## src/design/sfla_pkg.sv

```systemverilog
// shared types, codes and defaults for the slot free-list allocator
package sfla_pkg;

    localparam int SLOTS_DEFAULT = 64;

    typedef enum logic
    {
        OP_ALLOC = 1'b0,
        OP_FREE  = 1'b1
    } op_t;

    typedef enum logic [1:0]
    {
        ST_DONE     = 2'd0,
        ST_EMPTY    = 2'd1,
        ST_NOT_USED = 2'd2
    } status_t;

    typedef struct packed
    {
        logic load;
        logic exec;
    } cmd_t;

endpackage

```

## src/design/sfla_ram.sv

```systemverilog
// generic single write port ram with registered read
module sfla_ram #(
    parameter int WIDTH = 8,
    parameter int DEPTH = 64
) (
    input  logic                     clk,
    input  logic                     we,
    input  logic [$clog2(DEPTH)-1:0] waddr,
    input  logic [WIDTH-1:0]         wdata,
    input  logic                     re,
    input  logic [$clog2(DEPTH)-1:0] raddr,
    output logic [WIDTH-1:0]         rdata
);

    logic [WIDTH-1:0] mem [DEPTH];
    logic [WIDTH-1:0] rdata_reg;

    always_ff @(posedge clk)
    begin
        if (we)
        begin
            mem[waddr] <= wdata;
        end
        if (re)
        begin
            rdata_reg <= mem[raddr];
        end
    end

    assign rdata = rdata_reg;

endmodule

```

## src/design/sfla_ctrl.sv

```systemverilog
// request sequencer for the slot free-list allocator
module sfla_ctrl (
    input  logic          clk,
    input  logic          rst_n,
    input  logic          start,
    output logic          busy,
    output sfla_pkg::cmd_t cmd
);

    import sfla_pkg::*;

    typedef enum logic
    {
        S_IDLE,
        S_EXEC
    } state_t;

    state_t state_reg;
    logic   busy_reg;

    always_ff @(posedge clk or negedge rst_n)
    begin
        if (!rst_n)
        begin
            state_reg <= S_IDLE;
            busy_reg  <= 1'b0;
        end
        else
        begin
            case (state_reg)
                S_IDLE:
                begin
                    if (start)
                    begin
                        state_reg <= S_EXEC;
                        busy_reg  <= 1'b1;
                    end
                end
                S_EXEC:
                begin
                    state_reg <= S_IDLE;
                    busy_reg  <= 1'b0;
                end
                default:
                begin
                    state_reg <= S_IDLE;
                    busy_reg  <= 1'b0;
                end
            endcase
        end
    end

    assign busy     = busy_reg;
    assign cmd.load = start && !busy_reg;
    assign cmd.exec = (state_reg == S_EXEC);

`ifndef SYNTHESIS
    a_exec_follows_load: assert property (@(posedge clk) disable iff (!rst_n)
        cmd.load |=> cmd.exec)
        else $error("request not executed after accept");
    a_no_load_in_exec: assert property (@(posedge clk) disable iff (!rst_n)
        cmd.exec |-> !cmd.load)
        else $error("request accepted while executing");
    a_exec_one_cycle: assert property (@(posedge clk) disable iff (!rst_n)
        cmd.exec |=> !cmd.exec)
        else $error("execute lasted more than one cycle");
`endif

endmodule

```

## src/design/sfla_dp.sv

```systemverilog
// free stack, used marks, counters and result registers
module sfla_dp #(
    parameter int SLOTS = sfla_pkg::SLOTS_DEFAULT,
    localparam int IW = $clog2(SLOTS),
    localparam int CW = $clog2(SLOTS + 1)
) (
    input  logic           clk,
    input  logic           rst_n,
    input  sfla_pkg::cmd_t cmd,
    input  logic           operation,
    input  logic [IW-1:0]  slot_index,
    output logic           done,
    output logic [1:0]     status,
    output logic [IW-1:0]  granted_slot,
    output logic [CW-1:0]  slots_in_use
);

    import sfla_pkg::*;

    logic             op_reg;
    logic [IW-1:0]    idx_reg;
    logic [CW-1:0]    count_reg, count_next;
    logic [CW-1:0]    low_reg, low_next;
    logic             done_reg;
    status_t          status_reg, status_next;
    logic [IW-1:0]    granted_reg, granted_next;

    logic [CW-1:0]    height;
    logic [CW-1:0]    height_m1;
    logic [IW-1:0]    top_pos;
    logic [IW-1:0]    ram_rdata;
    logic [IW-1:0]    top_slot;
    logic [0:0]       mark_rdata;
    logic             idx_used;
    logic             idx_ok;
    logic             alloc_ok;
    logic             ram_we;
    logic             mark_we;
    logic [IW-1:0]    mark_waddr;
    logic [0:0]       mark_wdata;

    assign height    = CW'(SLOTS) - count_reg;
    assign height_m1 = height - CW'(1);
    assign top_pos   = height_m1[IW-1:0];

    // positions below the low-water mark were never written, so they read as their own index
    assign top_slot = (CW'(top_pos) < low_reg) ? top_pos : ram_rdata;
    // slots below the low-water mark were never granted, so they are unused
    assign idx_used = (CW'(idx_reg) >= low_reg) && mark_rdata[0];
    assign idx_ok   = (CW'(idx_reg) < CW'(SLOTS)) && idx_used
                      && (count_reg != '0);
    assign alloc_ok = (op_t'(op_reg) == OP_ALLOC) && (count_reg != CW'(SLOTS));
    assign ram_we   = cmd.exec && (op_t'(op_reg) == OP_FREE) && idx_ok;
    assign mark_we  = (cmd.exec && alloc_ok) || ram_we;

    assign mark_waddr = (op_t'(op_reg) == OP_ALLOC) ? top_slot : idx_reg;
    assign mark_wdata = (op_t'(op_reg) == OP_ALLOC) ? 1'b1 : 1'b0;

    sfla_ram #(
        .WIDTH (IW),
        .DEPTH (SLOTS)
    ) u_stack (
        .clk   (clk),
        .we    (ram_we),
        .waddr (height[IW-1:0]),
        .wdata (idx_reg),
        .re    (cmd.load),
        .raddr (top_pos),
        .rdata (ram_rdata)
    );

    sfla_ram #(
        .WIDTH (1),
        .DEPTH (SLOTS)
    ) u_marks (
        .clk   (clk),
        .we    (mark_we),
        .waddr (mark_waddr),
        .wdata (mark_wdata),
        .re    (cmd.load),
        .raddr (slot_index),
        .rdata (mark_rdata)
    );

    always_comb
    begin
        count_next   = count_reg;
        low_next     = low_reg;
        status_next  = ST_DONE;
        granted_next = '0;
        if (op_t'(op_reg) == OP_ALLOC)
        begin
            if (count_reg == CW'(SLOTS))
            begin
                status_next = ST_EMPTY;
            end
            else
            begin
                granted_next = top_slot;
                count_next   = count_reg + CW'(1);
                if (CW'(top_pos) < low_reg)
                begin
                    low_next = CW'(top_pos);
                end
            end
        end
        else
        begin
            if (!idx_ok)
            begin
                status_next = ST_NOT_USED;
            end
            else
            begin
                count_next = count_reg - CW'(1);
            end
        end
    end

    always_ff @(posedge clk or negedge rst_n)
    begin
        if (!rst_n)
        begin
            count_reg <= '0;
            low_reg   <= CW'(SLOTS);
            done_reg  <= 1'b0;
        end
        else
        begin
            done_reg <= cmd.exec;
            if (cmd.exec)
            begin
                count_reg <= count_next;
                low_reg   <= low_next;
            end
        end
    end

    always_ff @(posedge clk)
    begin
        if (cmd.load)
        begin
            op_reg  <= operation;
            idx_reg <= slot_index;
        end
        if (cmd.exec)
        begin
            status_reg  <= status_next;
            granted_reg <= granted_next;
        end
    end

    assign done         = done_reg;
    assign status       = status_reg;
    assign granted_slot = granted_reg;
    assign slots_in_use = count_reg;

`ifndef SYNTHESIS
    a_count_range: assert property (@(posedge clk) disable iff (!rst_n)
        count_reg <= CW'(SLOTS))
        else $error("in-use count beyond pool size");
    a_low_mark: assert property (@(posedge clk) disable iff (!rst_n)
        low_reg <= height)
        else $error("low-water mark above stack height");
    a_push_above_low: assert property (@(posedge clk) disable iff (!rst_n)
        ram_we |-> height >= low_reg)
        else $error("push below low-water mark");
    a_grant_only_done: assert property (@(posedge clk) disable iff (!rst_n)
        done && (status != ST_DONE) |-> granted_slot == '0)
        else $error("slot granted on failed request");
`endif

endmodule

```

## src/design/slot_free_list_allocator_unit.sv

```systemverilog
// slot free-list allocator: lifo pool of slots with used marks and in-use count
// the result strobe done is registered from the execute state that follows the accept edge of a request
// a new request is not accepted while busy, so each request completes before the next one is taken
// busy is high for the one cycle between accept and result; done lasts one cycle
// reset (rst_n low, asynchronous) empties the pool use and marks; no clearing pass,
// unpopped positions read as their own index, ungranted slots as unused, via a low-water mark
module slot_free_list_allocator_unit #(
    parameter int SLOTS = sfla_pkg::SLOTS_DEFAULT
) (
    input  logic                       clk,
    input  logic                       rst_n,
    input  logic                       start,
    output logic                       busy,
    input  logic                       operation,
    input  logic [$clog2(SLOTS)-1:0]   slot_index,
    output logic                       done,
    output logic [1:0]                 status,
    output logic [$clog2(SLOTS)-1:0]   granted_slot,
    output logic [$clog2(SLOTS+1)-1:0] slots_in_use
);

    import sfla_pkg::*;

    cmd_t cmd;

    sfla_ctrl u_ctrl (
        .clk   (clk),
        .rst_n (rst_n),
        .start (start),
        .busy  (busy),
        .cmd   (cmd)
    );

    sfla_dp #(
        .SLOTS (SLOTS)
    ) u_dp (
        .clk          (clk),
        .rst_n        (rst_n),
        .cmd          (cmd),
        .operation    (operation),
        .slot_index   (slot_index),
        .done         (done),
        .status       (status),
        .granted_slot (granted_slot),
        .slots_in_use (slots_in_use)
    );

endmodule
```

## config.mk

```make
export PLATFORM = sky130hd
export DESIGN_NAME = slot_free_list_allocator_unit
export DESIGN_NICKNAME = d
export VERILOG_FILES = /design/src/design/sfla_pkg.sv /design/src/design/sfla_ram.sv /design/src/design/sfla_ctrl.sv /design/src/design/sfla_dp.sv /design/src/design/slot_free_list_allocator_unit.sv
export SDC_FILE = /design/constraint.sdc
export NUM_CORES = 1
export LEC_CHECK = 0
export ABC_AREA = 1
export BUFFER_PORTS_ARGS = -buffer_cell sky130_fd_sc_hd__buf_2
export CAP_MARGIN = 20
export CORE_ASPECT_RATIO = 1.1
export CORE_MARGIN = 5
export CORE_UTILIZATION = 63
export DETAILED_ROUTE_END_ITERATION = 7
export HOLD_SLACK_MARGIN = 0.03
export PLACE_DENSITY = 0.8
export SYNTH_ARGS = -nofsm -noshare
export SYNTH_HDL_FRONTEND = slang
export SYNTH_SLANG_ARGS = --single-unit
```

## constraint.sdc

```tcl
create_clock -name clk -period 4.8 [get_ports clk]
set_input_delay 0.48 -clock clk [delete_from_list [all_inputs] [get_ports clk]]
set_output_delay 0.48 -clock clk [all_outputs]
set_load 0.01 [all_outputs]
```

* After elaboration in Yosys (flattened, before gate mapping) *
Memory sizes are Yosys's and may differ from the RTL's. A register that Yosys moved wholly into a read port is not among the register bits.
Cells that the tools add are included.

word-level totals
  word-level logic and storage cells = 55
  input bits = 10
  memory bits (writable) = 448
  memories = 2
  latch bits = 0
  output and inout port bits = 17
  memory bits (read-only) = 0
  register bits after elaboration = 32

operators by class
  eq/ne operators = 5
  reduce and logical (&&, ||, !) cells = 13
  $lt $le $gt $ge = 2
  add/sub/neg operators = 4
  bitwise gates (word level) = 3
  mux-type cells = 17
  divide/modulo/power cells = 0
  shift operators = 0
  multiply operators = 0

memories
  name              depth  width  rd ports  clocked after Yosys merged registers in  write ports  RTL line        RTL
  u_dp.u_stack.mem  64     6      1         1                                        1            sfla_ram.sv:15  logic [WIDTH-1:0] mem [DEPTH];
  u_dp.u_marks.mem  64     1      1         1                                        1            sfla_ram.sv:15

operators with widths
  operator                                          count
  two-way mux 7 bit                                 3
  two-way mux 6 bit                                 2
  two-way mux 1 bit                                 8
  adder 7 x 1 -> 7 bit, second input constant       1
  equality test 7 bit, second input constant        1
  >= comparator 6 x 7 -> 1 bit                      1
  logical AND 1 bit                                 7
  less-than comparator 6 x 7 -> 1 bit               1
  != test 7 bit, second input constant              1
  nonzero test 7 bit                                1
  subtractor 7 x 1 -> 7 bit, second input constant  1
  subtractor 1 x 6 -> 6 bit, first input constant   1
  subtractor 6 x 1 -> 6 bit, second input constant  1
  two-way mux 2 bit                                 2
  != test 2 bit, second input constant              2
  one-hot mux 1 bit (2 select lines)                2
  AND reduction 4 bit                               1
  NOT 1 bit                                         3
  AND reduction 3 bit                               1
  != test 2 x 1 -> 1 bit, second input constant     1
  OR reduction 2 bit                                1
  zero test 1 bit                                   1
  logical OR 1 bit                                  1

* Longest topological paths before layout *
  depth after elaboration = 7
  mapped depth = 25
  mapped depth without buffers = 23

* Cells and area by module *
A second synthesis with hierarchy kept.

second synthesis, totals
  cells, all modules = 1961
  area, all modules = 21222.9 um2

modules (own cells, without submodules)
  module                   area an instance (um2)  cells each  seq. area each (um2)  times used
  sfla_ram (u_dp.u_stack)  15990.3                 1376        11711.2               1
  sfla_ram (u_dp.u_marks)  3055.4                  314         1951.9                1
  sfla_dp                  2093.3                  261         827.0                 1
  sfla_ctrl                83.8                    10          50.0                  1

* Worst setup path before layout *
No wires, ideal clock.

  path kind = flip-flop to flip-flop
  from = reg u_dp.count_reg[0], in the netlist u_dp.slots_in_use[0]
  to = mem u_dp.u_marks.mem[10], enable pin
  data arrival time = 3.366 ns
  stages on the path, launching flop included = 23
  library setup time = 0.301 ns
  slack = 1.133 ns
  clock period less this slack = 3.667 ns
  required time = 4.499 ns
  path through = dfrtp_1 > buf_4 > inv_2 > ha_1 > inv_1 > nand2_1 > nand2_1 > nor2_1 > nand2_1 > nand2_1 > nand2_1 > buf_2 > ha_1 > nand2_1 > nor3_1 > nand2_1 > nand2_2 > nand2_1 > nand2_1 > a21boi_1 > nor2_1 > nand2_1 > nor2_1

on the way
  elaborated cells on any way between the ends = 14
  those cells by class = 2 x add/sub; 1 x order compare; 1 x eq/ne; 4 x mux; 6 x reduce/logical

RTL lines
  item                                 RTL line        RTL
  from (decl)                          sfla_dp.sv:22   logic [CW-1:0] count_reg, count_next;
  from (signal assigned)               sfla_dp.sv:133  count_reg <= count_next;
  subtractor 1 x 6 -> 6 bit (*)        sfla_dp.sv:42   assign height = CW'(SLOTS) - count_reg;
  subtractor 6 x 1 -> 6 bit (*)        sfla_dp.sv:43   assign height_m1 = height - CW'(1);
  via u_dp.height_m1[4]                sfla_dp.sv:29   logic [CW-1:0] height_m1;
  less-than comparator 6 x 7 -> 1 bit  sfla_dp.sv:47   assign top_slot = (CW'(top_pos) < low_reg) ? top_pos : ram_rdata;
  two-way mux 6 bit (*)                sfla_dp.sv:47
  two-way mux 6 bit (*)                sfla_dp.sv:56   assign mark_waddr = (op_t'(op_reg) == OP_ALLOC) ? top_slot : idx_reg;
  to (decl)                            sfla_ram.sv:15

Mark *: on every way through the listed nets, which the timed path passes. The rest lies on a longest branch.

* Worst setup path in the final report *
  from = reg u_dp.count_reg[0], in the netlist u_dp.slots_in_use[0]
  to = mem u_dp.u_marks.mem[41], enable pin

Same word-level chain as after synthesis.

==> results.py <==
metrics = {
    "status": {
        "outcome": "finished clean",
    },
    "critical_path": {
        "arrival_ns": 4.61,
        "cp.required_ns": 5.06,
        "path_max_fanout": 10,
        "setup.worst_path.start_class": "flip-flop",
        "worstSetupEndpointType": "flip-flop",
        "crit_type": "reg2reg",
    },
    "floorplanning": {
        "core_area_mm2": 0.0322,
        "fp.dieW_um": 182,
        "ioPinCount": 27,
        "design.die.area_mm2": 0.0362,
        "die_y_um": 199,
        "start_util": 0.635,
        "rows": 69,
    },
    "power_and_ir_drop": {
        "power.internal_w": 0.00869,
        "swShare": 0.419,
        "power_leakage_nw": 8.02,
        "switching_power_w": 0.00628,
        "comb_power_share": 0.422,
        "irDropWorstVdd_mv": 0.518,
        "clkPwrFrac": 0.247,
        "cellPowerDensity_mw_per_mm2": 662,
        "power_frac_seq": 0.331,
    },
    "detailed_routing": {
        "routed-wl-met2_um": 23600,
        "wl_met3_um": 4660,
        "dr.pass1.iters": 6,
        "top_layer_used": "met4",
        "drc": 0,
        "drtAntennaViolNets": 0,
        "drtIter0Drc": 1686,
        "wire_per_inst_um": 20.7,
        "wirelength_um": 47500,
        "viasPerCell": 6.00,
        "wl_met1_um": 17700,
        "num_vias": 13784,
    },
    "finish": {
        "regMostFlops": "u_dp.u_stack.mem",
        "antenna_cells": 0,
        "final_cells": 2299,
        "area_delta_synth_final_pct": 10.6,
        "final_net_count": 1865,
        "final_core_util": 0.702,
        "drive_above_1_share": 0.0897,
        "final_area_mm2": 0.0226,
        "reg.largest.list": "u_dp.u_stack.mem x384, u_dp.u_marks.mem x64",
        "largest_reg_flops": 384,
        "fillCellCount": 2108,
    },
    "global_routing": {
        "grt_pass1_vias": 13563,
        "grt_use_total": 0.262,
        "antenna_found_initial": 0,
        "grt_overflow": 0,
        "grt_first_pass_wirelength_um": 74200,
        "grt_max_degree": 80,
    },
    "synthesis": {
        "synth_area_leaders": "edfxtp_1 (69%), nand2_1 (12%), nor2_1 (4.3%), nand4_1 (2.5%), dfrtp_1 (2.0%)",
        "ys_seq_area_frac": 0.711,
        "syn_avg_cell_area_um2": 11.3,
        "synthArstFlopShare": 0.0349,
        "synth_fp_nets": 1833,
        "ys.flop_type": "edfxtp_1",
        "ys_warn_count": 0,
        "ys_seq_elements": 487,
        "synth_area_mm2": 0.0204,
        "ys_types": 36,
        "synth-edff-count": 470,
        "synth_top_area_frac": 0.690,
        "netlist_instances": 1804,
        "yosys.area.top_type": "edfxtp_1",
    },
    "placement": {
        "portBuffers": 26,
        "dp.final_hpwl_um": 27900,
        "place_congestion": 0.855,
        "place_area_mm2": 0.0210,
        "placedCellCount": 2212,
    },
    "clock_tree": {
        "cts_tree": "yes",
        "h-tree-depth": 2,
        "clock_path_buffers": 3,
        "clock_latency_ns": 0.58,
        "numCtsBuffers": 47,
        "cts_setup_buffers": 0,
        "cts_num_sinks": 487,
        "path_clk_slew_ns": 0.06,
        "root_buffer": "clkbuf_16",
    },
    "timing": {
        "whs_ns": 0.0951,
        "skew_ns": 0.0244,
        "fin_crit_ns": 4.34,
        "worst_slew_pin_slew_ns": 0.954,
        "tns_ns": 0,
        "rsz0062_at_grt": "no",
        "slew_violations": 0,
        "finalSetupViolCount": 0,
        "hold_viol_final": 0,
        "finalCritPeriodShare": 0.905,
        "fmax_mhz": 230,
        "slew_headroom": 0.364,
    },
    "worst_hold_path": {
        "hold_class": "in2reg",
    },
    "flow_run": {
        "drv_cap": 0,
    },
}
==> final timing paths <==
check	start	end	slack (ns)	cells past startpoint
max	u_dp.slots_in_use[0]	u_dp.u_marks.mem[41]	0.46	21
min	operation	u_dp.op_reg	0.1	1
max reg2reg	u_dp.slots_in_use[0]	u_dp.u_marks.mem[41]	0.46	21
min reg2reg	u_ctrl.busy	u_ctrl.busy	0.50	1
max in group asynchronous	rst_n	u_dp.low_reg[6]	4.09	2
min in group asynchronous	rst_n	u_dp.slots_in_use[2]	0.38	2
==> worst max-delay path, stage by stage (launching register included) <==
cell,delay [ns]
dfrtp_1,0.62
inv_2,0.21
ha_1,0.33
inv_1,0.11
nand2_1,0.06
nand2_2,0.14
nand2_2,0.10
inv_2,0.08
nand3_1,0.07
nand2_1,0.09
nand2_1,0.21
ha_1,0.35
inv_1,0.05
nor3_1,0.31
nand2_1,0.11
nand2_2,0.16
nand2_1,0.07
o21ai_1,0.14
a21boi_1,0.12
nor2_1,0.21
nand2_1,0.27
nor2_1,0.22
==> routing by layer <==
| metal | up-vias | global-route usage |
|---|---|---|
| met1 | 6570 | 0.346 |
| met5 | - | 0 |
| met4 | 0 | 0.0959 |
| met2 | 786 | 0.446 |
| li1 | 6301 | - |
| met3 | 127 | 0.0452 |
==> final cells by class <==
class,count,area (um^2),area share
flip-flops and latches,487,14500,0.643
multi-input cells,1197,5460,0.241
clock buffers,56,1220,0.0540
well taps,426,533,0.0236
clock inverters,30,338,0.0149
repair buffers,53,335,0.0148
inverters,50,188,0.00830
==> timing repair <==
item	CTS	global route
hold buffers	1	0
resized for setup	0	0
hold endpoints to repair	16	0
==> Yosys cell counts (7+ instances only) <==
master    number
clkbuf_1      42
a21oi_1       17
buf_2         21
o21ai_1        7
inv_1         42
dfrtp_1       16
nor2_2         7
ha_1          18
o22ai_1       16
o21ai_0       76
nand3_1       59
edfxtp_1     470
nor2_1       235
nand4_1       83
inv_2          8
nand2_1      634
nand2_2        8
==> cells in the final DEF (no fill, tap or decap), drive strengths merged <==
cell and count:
nand2 644, edfxtp 470, nor2 242, nand4 87
o21ai 83, nand3 64, clkbuf 56, buf 52
inv 50, clkinv 23, a21oi 20, ha 18
o22ai 16, dfrtp 16, bufinv 6, xor2 5
nor3 4, a21boi 4, xnor2 3, nand3b 2
or2 2, nor4 1, o21a 1, fa 1
clkinvlp 1, dlygate4sd3 1, dfstp 1
==> cells by family (layout without fill, tap and decap cells) <==
group | Yosys count | after routing | share of synthesized area
buf+inv | 120 | 189 | 0.0239
compound gates | 124 | 124 | 0.0330
fa+ha+maj | 19 | 19 | 0.0120
simple gates | 1046 | 1046 | 0.217
flops | 487 | 487 | 0.711
xor+xnor | 8 | 8 | 0.00343
==> power groups by stage <==
stage	registers (W)	clock network, W	logic (W)
global route	0.00496	0.00392	0.00686
CTS	0.00495	0.00373	0.00616
floorplan	0.00505	0	0.00413
finish	0.00495	0.00370	0.00632
global placement	0.00503	0	0.00590
detailed placement	0.00504	0	0.00607
==> stage by stage <==
stage                     power (W)  worst slack, ns
after detailed placement     0.0111            0.611
final                        0.0150            0.456
after floorplan             0.00918             1.13
after global placement       0.0109            0.819
after CTS                    0.0148            0.525
after global routing         0.0157           0.0823
(Power assumes the default switching activity.)
